**src/rtl/dtf_pkg.sv**
```systemverilog
// shared types and constants for the decimal text to fixed-point parser
`default_nettype none

package dtf_pkg;

    localparam int unsigned CHAR_W     = 8;
    localparam int unsigned DIGIT_W    = 4;
    localparam int unsigned MANT_W     = 59;
    localparam int unsigned PROD_W     = 63;
    localparam int unsigned NEG_W      = 60;
    localparam int unsigned SCALE_W    = 5;
    localparam int unsigned SHIFT_W    = 4;
    localparam int unsigned PACKED_W   = 64;
    localparam logic [SCALE_W-1:0] MAX_SCALE = 5'd15;

    typedef enum logic [2:0] {
        CH_DIGIT,
        CH_DOT,
        CH_MINUS,
        CH_PLUS,
        CH_OTHER
    } char_kind_t;

    typedef struct packed {
        char_kind_t           kind;
        logic [DIGIT_W-1:0]   digit;
        logic                 last;
        logic                 empty;
    } char_item_t;

endpackage

`default_nettype wire

```
**src/rtl/dtf_front.sv**
```systemverilog
// front end: classifies incoming characters and holds them in a two-slot queue
`default_nettype none

module dtf_front (
    input  wire logic                   aclk,
    input  wire logic                   aresetn,
    input  wire logic                   s_tvalid,
    output logic                        s_tready,
    input  wire logic [7:0]             s_tdata,   // [7:0] char_byte
    input  wire logic                   s_tlast,
    input  wire logic                   s_tuser,   // [0] empty_text
    output logic                        q_valid,
    output dtf_pkg::char_item_t         q_item,
    input  wire logic                   q_pop
);

    localparam logic [7:0] ASCII_ZERO  = 8'h30;
    localparam logic [7:0] ASCII_NINE  = 8'h39;
    localparam logic [7:0] ASCII_DOT   = 8'h2e;
    localparam logic [7:0] ASCII_MINUS = 8'h2d;
    localparam logic [7:0] ASCII_PLUS  = 8'h2b;

    dtf_pkg::char_item_t new_item;
    dtf_pkg::char_item_t head_reg, head_next;
    dtf_pkg::char_item_t tail_reg, tail_next;
    logic [1:0]          count_reg, count_next;
    logic                push;
    logic [7:0]          digit_off;

    assign digit_off = s_tdata - ASCII_ZERO;

    always_comb begin
        new_item.digit = digit_off[dtf_pkg::DIGIT_W-1:0];
        new_item.last  = s_tlast;
        new_item.empty = s_tuser;
        if (s_tdata >= ASCII_ZERO && s_tdata <= ASCII_NINE) begin
            new_item.kind = dtf_pkg::CH_DIGIT;
        end else begin
            case (s_tdata)
                ASCII_DOT:   new_item.kind = dtf_pkg::CH_DOT;
                ASCII_MINUS: new_item.kind = dtf_pkg::CH_MINUS;
                ASCII_PLUS:  new_item.kind = dtf_pkg::CH_PLUS;
                default:     new_item.kind = dtf_pkg::CH_OTHER;
            endcase
        end
    end

    assign s_tready = (count_reg != 2'd2);
    assign push     = s_tvalid && s_tready;
    assign q_valid  = (count_reg != 2'd0);
    assign q_item   = head_reg;

    always_comb begin
        head_next  = head_reg;
        tail_next  = tail_reg;
        count_next = count_reg;
        case ({push, q_pop})
            2'b10: begin
                if (count_reg == 2'd0) begin
                    head_next = new_item;
                end else begin
                    tail_next = new_item;
                end
                count_next = count_reg + 2'd1;
            end
            2'b01: begin
                head_next  = tail_reg;
                count_next = count_reg - 2'd1;
            end
            2'b11: begin
                if (count_reg == 2'd1) begin
                    head_next = new_item;
                end else begin
                    head_next = tail_reg;
                    tail_next = new_item;
                end
            end
            default: begin
                count_next = count_reg;
            end
        endcase
    end

    always_ff @(posedge aclk) begin
        if (!aresetn) begin
            count_reg <= 2'd0;
        end else begin
            count_reg <= count_next;
        end
        head_reg <= head_next;
        tail_reg <= tail_next;
    end

endmodule

`default_nettype wire

```
**src/rtl/dtf_back.sv**
```systemverilog
// back end: parse state, digit accumulation and the result register
`default_nettype none

module dtf_back (
    input  wire logic                   aclk,
    input  wire logic                   aresetn,
    input  wire logic                   strict_mode,
    input  wire logic                   q_valid,
    input  wire dtf_pkg::char_item_t    q_item,
    output logic                        q_pop,
    output logic                        m_tvalid,
    input  wire logic                   m_tready,
    output logic [63:0]                 m_tdata,   // [63:0] packed_value
    output logic                        m_tuser    // [0] invalid
);

    logic [dtf_pkg::MANT_W-1:0]  mag_reg, mag_next;
    logic [dtf_pkg::NEG_W-1:0]   neg_acc_reg, neg_acc_next;
    logic [dtf_pkg::SCALE_W-1:0] frac_reg, frac_next;
    logic at_start_reg, at_start_next;
    logic negative_reg, negative_next;
    logic saw_zero_reg, saw_zero_next;
    logic saw_nonzero_reg, saw_nonzero_next;
    logic lead_zero_reg, lead_zero_next;
    logic in_frac_reg, in_frac_next;
    logic stopped_reg, stopped_next;
    logic failed_reg, failed_next;
    logic prev_zero_reg, prev_zero_next;
    logic need_digit_reg, need_digit_next;
    logic mant_nz_reg, mant_nz_next;

    logic                         m_tvalid_reg, m_tvalid_next;
    logic [dtf_pkg::PACKED_W-1:0] m_tdata_reg, m_tdata_next;
    logic                         m_tuser_reg, m_tuser_next;

    logic [dtf_pkg::PROD_W-1:0] mag_ext, mag_sum;
    logic [dtf_pkg::NEG_W-1:0]  neg_sum;
    logic                       overflow;
    logic                       emits, out_free;
    logic                       is_digit;
    logic                       push_d;
    logic                       reject;
    logic [dtf_pkg::NEG_W-1:0]  result_mant;

    // times ten plus digit for the magnitude, times ten minus digit for the running negated value
    assign mag_ext  = {{(dtf_pkg::PROD_W-dtf_pkg::MANT_W){1'b0}}, mag_reg};
    assign mag_sum  = (mag_ext << 3) + (mag_ext << 1)
                    + {{(dtf_pkg::PROD_W-dtf_pkg::DIGIT_W){1'b0}}, q_item.digit};
    assign neg_sum  = (neg_acc_reg << 3) + (neg_acc_reg << 1)
                    - {{(dtf_pkg::NEG_W-dtf_pkg::DIGIT_W){1'b0}}, q_item.digit};
    assign overflow = |mag_sum[dtf_pkg::PROD_W-1:dtf_pkg::MANT_W];

    assign is_digit = (q_item.kind == dtf_pkg::CH_DIGIT);
    assign emits    = q_item.last || q_item.empty;
    assign out_free = !m_tvalid_reg || m_tready;
    assign q_pop    = q_valid && (!emits || out_free);

    always_comb begin
        mag_next         = mag_reg;
        neg_acc_next     = neg_acc_reg;
        frac_next        = frac_reg;
        at_start_next    = at_start_reg;
        negative_next    = negative_reg;
        saw_zero_next    = saw_zero_reg;
        saw_nonzero_next = saw_nonzero_reg;
        lead_zero_next   = lead_zero_reg;
        in_frac_next     = in_frac_reg;
        stopped_next     = stopped_reg;
        failed_next      = failed_reg;
        prev_zero_next   = prev_zero_reg;
        need_digit_next  = need_digit_reg;
        mant_nz_next     = mant_nz_reg;
        push_d           = 1'b0;

        if (!failed_reg && !stopped_reg) begin
            if (at_start_reg && q_item.kind == dtf_pkg::CH_MINUS) begin
                at_start_next   = 1'b0;
                negative_next   = 1'b1;
                need_digit_next = 1'b1;
            end else if (at_start_reg && q_item.kind == dtf_pkg::CH_PLUS) begin
                at_start_next = 1'b0;
                if (strict_mode) begin
                    failed_next = 1'b1;
                end else begin
                    need_digit_next = 1'b1;
                end
            end else begin
                at_start_next   = 1'b0;
                need_digit_next = 1'b0;
                prev_zero_next  = is_digit && (q_item.digit == '0);
                if (in_frac_reg) begin
                    if (!is_digit) begin
                        stopped_next = 1'b1;
                    end else begin
                        push_d = 1'b1;
                        if (frac_reg <= dtf_pkg::MAX_SCALE) begin
                            frac_next = frac_reg + 1'b1;
                        end
                    end
                end else if (q_item.kind == dtf_pkg::CH_DOT) begin
                    in_frac_next = 1'b1;
                end else if (!is_digit) begin
                    stopped_next = 1'b1;
                end else begin
                    if (saw_zero_reg && !saw_nonzero_reg) begin
                        lead_zero_next = 1'b1;
                    end
                    if (q_item.digit == '0) begin
                        saw_zero_next = 1'b1;
                    end else begin
                        saw_nonzero_next = 1'b1;
                    end
                    push_d = 1'b1;
                end
            end
        end

        if (push_d) begin
            mag_next     = mag_sum[dtf_pkg::MANT_W-1:0];
            neg_acc_next = neg_sum;
            mant_nz_next = mant_nz_reg || (q_item.digit != '0);
            if (overflow) begin
                failed_next = 1'b1;
            end
        end

        reject = failed_next || need_digit_next || (frac_next > dtf_pkg::MAX_SCALE)
               || (strict_mode && (stopped_next || lead_zero_next
                   || (!mant_nz_next && negative_next)
                   || (in_frac_next && (frac_next == '0
                       || (!saw_zero_next && !saw_nonzero_next) || prev_zero_next))));

        result_mant = negative_next ? neg_acc_next : {1'b0, mag_next};

        m_tvalid_next = m_tvalid_reg && !m_tready;
        m_tdata_next  = m_tdata_reg;
        m_tuser_next  = m_tuser_reg;

        if (q_pop && emits) begin
            m_tvalid_next = 1'b1;
            if (q_item.empty || reject) begin
                m_tdata_next = '0;
                m_tuser_next = 1'b1;
            end else begin
                m_tdata_next = {result_mant, frac_next[dtf_pkg::SHIFT_W-1:0]};
                m_tuser_next = 1'b0;
            end
            // a finished text returns the parser to its start state
            mag_next         = '0;
            neg_acc_next     = '0;
            frac_next        = '0;
            at_start_next    = 1'b1;
            negative_next    = 1'b0;
            saw_zero_next    = 1'b0;
            saw_nonzero_next = 1'b0;
            lead_zero_next   = 1'b0;
            in_frac_next     = 1'b0;
            stopped_next     = 1'b0;
            failed_next      = 1'b0;
            prev_zero_next   = 1'b0;
            need_digit_next  = 1'b0;
            mant_nz_next     = 1'b0;
        end
    end

    always_ff @(posedge aclk) begin
        if (!aresetn) begin
            mag_reg         <= '0;
            neg_acc_reg     <= '0;
            frac_reg        <= '0;
            at_start_reg    <= 1'b1;
            negative_reg    <= 1'b0;
            saw_zero_reg    <= 1'b0;
            saw_nonzero_reg <= 1'b0;
            lead_zero_reg   <= 1'b0;
            in_frac_reg     <= 1'b0;
            stopped_reg     <= 1'b0;
            failed_reg      <= 1'b0;
            prev_zero_reg   <= 1'b0;
            need_digit_reg  <= 1'b0;
            mant_nz_reg     <= 1'b0;
            m_tvalid_reg    <= 1'b0;
        end else if (q_pop) begin
            mag_reg         <= mag_next;
            neg_acc_reg     <= neg_acc_next;
            frac_reg        <= frac_next;
            at_start_reg    <= at_start_next;
            negative_reg    <= negative_next;
            saw_zero_reg    <= saw_zero_next;
            saw_nonzero_reg <= saw_nonzero_next;
            lead_zero_reg   <= lead_zero_next;
            in_frac_reg     <= in_frac_next;
            stopped_reg     <= stopped_next;
            failed_reg      <= failed_next;
            prev_zero_reg   <= prev_zero_next;
            need_digit_reg  <= need_digit_next;
            mant_nz_reg     <= mant_nz_next;
            m_tvalid_reg    <= m_tvalid_next;
        end else begin
            m_tvalid_reg    <= m_tvalid_next;
        end
        m_tdata_reg <= m_tdata_next;
        m_tuser_reg <= m_tuser_next;
    end

    assign m_tvalid = m_tvalid_reg;
    assign m_tdata  = m_tdata_reg;
    assign m_tuser  = m_tuser_reg;

endmodule

`default_nettype wire

```
**src/rtl/decimal_text_to_fixed_parser_unit.sv**
```systemverilog
// top level of the decimal text to fixed-point parser
`default_nettype none

// Parses decimal text, one character word per cycle, into a 60-bit signed
// mantissa and a 4-bit decimal scale, packed as (mantissa << 4) | scale.
// The front end classifies each character and buffers it in a two-slot
// queue; the back end updates the parse state with one times-ten-plus-digit
// step per digit and loads the result register on the word flagged
// tlast (or tuser = empty text). A new word is taken every cycle as long as
// results are drained; a closing word passes through a queue slot and then
// the result register. A result held by m_tready stalls only the next
// closing word, not the words before it.
// Invalid or overflowed text gives m_tuser = 1 and m_tdata = 0.
// cfg_data sets strict syntax checking; the user must write it only while idle, the block does not enforce this.
module decimal_text_to_fixed_parser_unit (
    input  wire logic        aclk,
    input  wire logic        aresetn,
    input  wire logic        cfg_valid,
    output logic             cfg_ready,
    input  wire logic        cfg_data,    // [0] strict_mode
    input  wire logic        s_tvalid,
    output logic             s_tready,
    input  wire logic [7:0]  s_tdata,     // [7:0] char_byte
    input  wire logic        s_tlast,
    input  wire logic        s_tuser,     // [0] empty_text
    output logic             m_tvalid,
    input  wire logic        m_tready,
    output logic [63:0]      m_tdata,     // [63:0] packed_value
    output logic             m_tuser      // [0] invalid
);

    logic                strict_mode_reg, strict_mode_next;
    logic                q_valid;
    logic                q_pop;
    dtf_pkg::char_item_t q_item;

    assign cfg_ready        = 1'b1;
    assign strict_mode_next = (cfg_valid && cfg_ready) ? cfg_data : strict_mode_reg;

    always_ff @(posedge aclk) begin
        if (!aresetn) begin
            strict_mode_reg <= 1'b0;
        end else begin
            strict_mode_reg <= strict_mode_next;
        end
    end

    dtf_front u_front (
        .aclk     (aclk),
        .aresetn  (aresetn),
        .s_tvalid (s_tvalid),
        .s_tready (s_tready),
        .s_tdata  (s_tdata),
        .s_tlast  (s_tlast),
        .s_tuser  (s_tuser),
        .q_valid  (q_valid),
        .q_item   (q_item),
        .q_pop    (q_pop)
    );

    dtf_back u_back (
        .aclk        (aclk),
        .aresetn     (aresetn),
        .strict_mode (strict_mode_reg),
        .q_valid     (q_valid),
        .q_item      (q_item),
        .q_pop       (q_pop),
        .m_tvalid    (m_tvalid),
        .m_tready    (m_tready),
        .m_tdata     (m_tdata),
        .m_tuser     (m_tuser)
    );

    // an invalid result never carries a value
    assert property (@(posedge aclk) disable iff (!aresetn)
        m_tvalid && m_tuser |-> m_tdata == 64'd0)
        else $error("invalid result with nonzero data");

    // an empty-text word always turns into an invalid result
    assert property (@(posedge aclk) disable iff (!aresetn)
        q_pop && q_item.empty |=> m_tvalid && m_tuser)
        else $error("empty text did not give an invalid result");

    // the input side only stalls while the queue holds words
    assert property (@(posedge aclk) disable iff (!aresetn)
        !s_tready |-> q_valid)
        else $error("input stalled with an empty queue");

endmodule

`default_nettype wire
```
**config.mk**
```make
export PLATFORM = sky130hd
export DESIGN_NAME = decimal_text_to_fixed_parser_unit
export DESIGN_NICKNAME = d
export VERILOG_FILES = /design/src/rtl/dtf_pkg.sv /design/src/rtl/dtf_front.sv /design/src/rtl/dtf_back.sv /design/src/rtl/decimal_text_to_fixed_parser_unit.sv
export SDC_FILE = /design/constraint.sdc
export NUM_CORES = 1
export LEC_CHECK = 0
export ABC_AREA = 0
export BUFFER_PORTS_ARGS = -buffer_cell sky130_fd_sc_hd__buf_2
export CAP_MARGIN = 30
export CELL_PAD_IN_SITES_DETAIL_PLACEMENT = 1
export CELL_PAD_IN_SITES_GLOBAL_PLACEMENT = 1
export CORE_ASPECT_RATIO = 1.5
export CORE_UTILIZATION = 48
export DETAILED_ROUTE_END_ITERATION = 10
export PLACE_DENSITY_LB_ADDON = 0.1
export SYNTH_ARGS = -nofsm -noshare
export SYNTH_HDL_FRONTEND = slang
export SYNTH_SLANG_ARGS = --single-unit
export TNS_END_PERCENT = 10
```
**constraint.sdc**
```tcl
create_clock -name aclk -period 5.3 [get_ports aclk]
set_input_delay 0 -clock aclk [delete_from_list [all_inputs] [get_ports aclk]]
set_output_delay 0 -clock aclk [all_outputs]
set_load 0.01 [all_outputs]
```
==> results.sh <==
export IMPL_synth_nets=2809
export IMPL_end_kind="flop"
export IMPL_number_of_detailed_routing_iterations_run_before_antenna_repair=6
export IMPL_fp_coreArea_sq_um=40200
export IMPL_timing_worst_setup_path_type="flop to flop"
export IMPL_r2r_slack_ns=0.72
export IMPL_timing_final_max_slew_violations=0
export IMPL_dieArea_sq_um=41600
export IMPL_tightestPinTransition_ns=1.01
export IMPL_antenna_left=0
export IMPL_yosys_top_cells_count="sky130_fd_sc_hd__nor2_1, sky130_fd_sc_hd__nand2_1, sky130_fd_sc_hd__ha_1"
export IMPL_numCtsBuffers=26
export IMPL_syn2layout_area_growth_pct=8.34
export IMPL_vias_per_cell=6.15
export IMPL_largest_register_ffs=64
export IMPL_result_of_the_run="finished clean"
export IMPL_critPathArrivalTime_ns=4.98
export IMPL_ys_warn_count=0
export IMPL_cp_max_stage_delay_ns=0.59
export IMPL_grt_pass1_wl_um=107000
export IMPL_cts_root_buffer="sky130_fd_sc_hd__clkbuf_16"
export IMPL_h_tree_depth=1
export IMPL_number_of_synthesized_register_bits=222
export IMPL_finish_net_count=2795
export IMPL_critical_path_slowest_cell="sky130_fd_sc_hd__fa_1"
export IMPL_max_cap_violations=0
export IMPL_holdCritStartpoint="s_tvalid"
export IMPL_post_route_util_pct=52.7
export IMPL_synth_enable_flop_cells=83
export IMPL_totalWireLength_um=69000
export IMPL_startpoint_type="flop"
export IMPL_dp_final_hpwl_um=53100
export IMPL_die_h_um=249
export IMPL_core_rowCount=90
export IMPL_setup_viol=0
export IMPL_cts_tree="built"
export IMPL_clk_path_buf_depth=3
export IMPL_synth_most_common_cell="sky130_fd_sc_hd__nor2_1"
export IMPL_cts_repair_timing_setup_buffer_count=0
export IMPL_clock_sinks=222
export IMPL_rsz0062_at_grt="false"
export IMPL_synth_area_leaders="sky130_fd_sc_hd__ha_1, sky130_fd_sc_hd__dfxtp_1, sky130_fd_sc_hd__edfxtp_1, sky130_fd_sc_hd__a21oi_1, sky130_fd_sc_hd__nor2_1"
export IMPL_worstPathRequired_ns=5.70
export IMPL_io_pins=84
export IMPL_netlist_area_sq_um=19600
export IMPL_avgSynthCellArea_sq_um=7.68
export IMPL_floorplan_die_width_um=167
export IMPL_dr_wl_met3_um=2200
export IMPL_layout_area_seq_sq_um=5280
export IMPL_proportion_of_layout_cells_with_a_drive_suffix_above_1_pct=7.12
export IMPL_via_count=18800
export IMPL_port_buffers=82
export IMPL_antenna_diode_count=0
export IMPL_critical_path_startpoint="u_front.q_item[5]"
export IMPL_synthCells=2550
export IMPL_dr_first_iter_drc_count=866
export IMPL_async_flop_share_pct=0
export IMPL_met1_wl_um=26000
export IMPL_first_global_vias=19700
export IMPL_worstHoldPathCells=5
export IMPL_synth_yosys_seq_area_share_pct=27.0
export IMPL_worstReg2RegStart="u_front.q_item[5]"
export IMPL_skew_ns=0.0128
export IMPL_fill_cells=5040
export IMPL_routed_wl_met2_um=36400
export IMPL_timing_final_crit_period_ns=4.58
export IMPL_antenna_found_initial=0
export IMPL_setup_tns_final_ns=0
export IMPL_finalHoldViolCount=0
export IMPL_reg2regPathDepth=16
export IMPL_netlist_area_leader_share_pct=15.3
export IMPL_detailed_route_drc_error_count=0
export IMPL_netlist_cell_type_count=89
export IMPL_worst_setup_hold_path_clk_slew_ns=0.06
export IMPL_start_util_pct=48.7
export IMPL_largest_net_degree_at_the_start_of_global_routing=87
export IMPL_global_route_overflow_total=0
export IMPL_top_layer="met4"
export IMPL_final_worst_path_cycle_share_pct=86.5
export IMPL_max_freq_ghz=0.218
export IMPL_multi_input_comb_area_sq_um=12900
export IMPL_timing_hold_worst_endpoint="u_front.count_reg[1]"
export IMPL_clock_latency_of_the_later_clocked_register_in_the_worst_skew_pair_ns=0.58
export IMPL_wl_per_instance_um=22.5
export IMPL_maxSlewHeadroom_pct=32.4
export IMPL_maximum_fanout_along_the_worst_path=49
export IMPL_synth_largest_area_cell="sky130_fd_sc_hd__ha_1"
export IMPL_hp_class="input port to flop"
export IMPL_synth_ff_type="sky130_fd_sc_hd__dfxtp_1"
export IMPL_gpl_final_weighted_congestion=0.935
export IMPL_critical_path_reg2reg_endpoint="u_back.m_tdata[40]"
export IMPL_crit_chain="inv_1 -> fa_1 -> inv_1 -> ha_1 -> a211oi_2 -> nor4_1 -> o31ai_2 -> a21bo_1 -> nand4_1 -> a21bo_1 -> or4_1 -> a31oi_1 -> o211ai_1 -> a21oi_4 -> buf_4 -> nor3b_1"
export IMPL_grt_usage_pct=32.6
[critical path: cells and delay by family, from the launching register on]
family                     cells  cell delay (ns)
adders and majority gates      2             0.90
and+or+nand+nor                4             0.92
buffers and inverters          3             0.58
AOI/OAI and AO/OA              7             1.53
DFF                            1             0.42
[metal layers]
metal	vias to the layer above	global-route usage [%]
li1	9010	-
met1	9238	34.0
met2	379	62.1
met3	193	3.37
met4	0	19.4
met5	-	0
[cell families after synthesis]
logic type	Yosys count	share of synthesized area (%)
AOI/OAI and AO/OA	772	25.4
xor gates and xnor gates	117	5.24
adders and majority gates	243	15.7
buffers and inverters	383	7.63
DFF	222	27.0
muxes	12	0.818
other	1	0.0192
and+or+nand+nor	800	18.3
[what timing repair did]
item	4_1_cts	5_1_grt
setup endpoints to repair	0	0
endpoints found under the hold margin	30	0
gates resized for setup	0	0
hold buffers	14	0
[worst max path at each step]
stage                              end  slack, ns  cells past startpoint
floorplan               u_back.m_tuser       1.45                     17
global placement    u_back.m_tdata[57]       0.81                     16
detailed placement  u_back.m_tdata[57]       0.73                     16
CTS                 u_back.m_tdata[57]       0.70                     16
global route        u_back.m_tdata[52]       0.38                     16
finish              u_back.m_tdata[40]       0.72                     16
[cell usage in the layout, fill, tap and decap left out, types with 15 or more instances in the layout]
cell                        count
sky130_fd_sc_hd__edfxtp_1      83
sky130_fd_sc_hd__ha_1         239
sky130_fd_sc_hd__dfxtp_1      139
sky130_fd_sc_hd__a21o_1        50
sky130_fd_sc_hd__nor2_1       289
sky130_fd_sc_hd__a22oi_1       43
sky130_fd_sc_hd__a31oi_1       38
sky130_fd_sc_hd__a21oi_1      234
sky130_fd_sc_hd__clkbuf_16     26
sky130_fd_sc_hd__o211a_1       20
sky130_fd_sc_hd__nand4_1       48
sky130_fd_sc_hd__buf_2         82
sky130_fd_sc_hd__o21ai_0      165
sky130_fd_sc_hd__nor3_1        29
sky130_fd_sc_hd__o21a_1        30
sky130_fd_sc_hd__nand2_1      256
sky130_fd_sc_hd__nand3_1       60
sky130_fd_sc_hd__and2_1        19
sky130_fd_sc_hd__nor2b_1       15
sky130_fd_sc_hd__o21bai_1      22
sky130_fd_sc_hd__xor2_1        41
sky130_fd_sc_hd__a211oi_1      17
sky130_fd_sc_hd__inv_1        222
sky130_fd_sc_hd__and3_1        21
sky130_fd_sc_hd__o211ai_1      23
sky130_fd_sc_hd__buf_4         19
sky130_fd_sc_hd__xnor2_1       76
[stage by stage]
step | setup slack (ns) | cell area [sq um] | cells | hold slack [ns]
after global placement | 0.814 | 20200 | 2999 | 0.226
after floorplan | 1.45 | 19600 | 2550 | 0.0989
final | 0.715 | 21200 | 3062 | 0.0247
after global routing | 0.379 | 21200 | 3062 | 0.0631
after CTS | 0.699 | 21200 | 3061 | 0.0185
after detailed placement | 0.726 | 20200 | 2999 | 0.228
[cell type report]
cell class	count	area share (%)
timing repair buffer	116	3.40
clock inverter	11	0.726
tap	506	2.99
multi-input combinational	1945	60.7
sequential	222	24.9
inverter	225	4.00
clock buffer	37	3.36
Power is not shown: default switching activity piles up to over one toggle a cycle in this logic, so the estimate is an artifact.
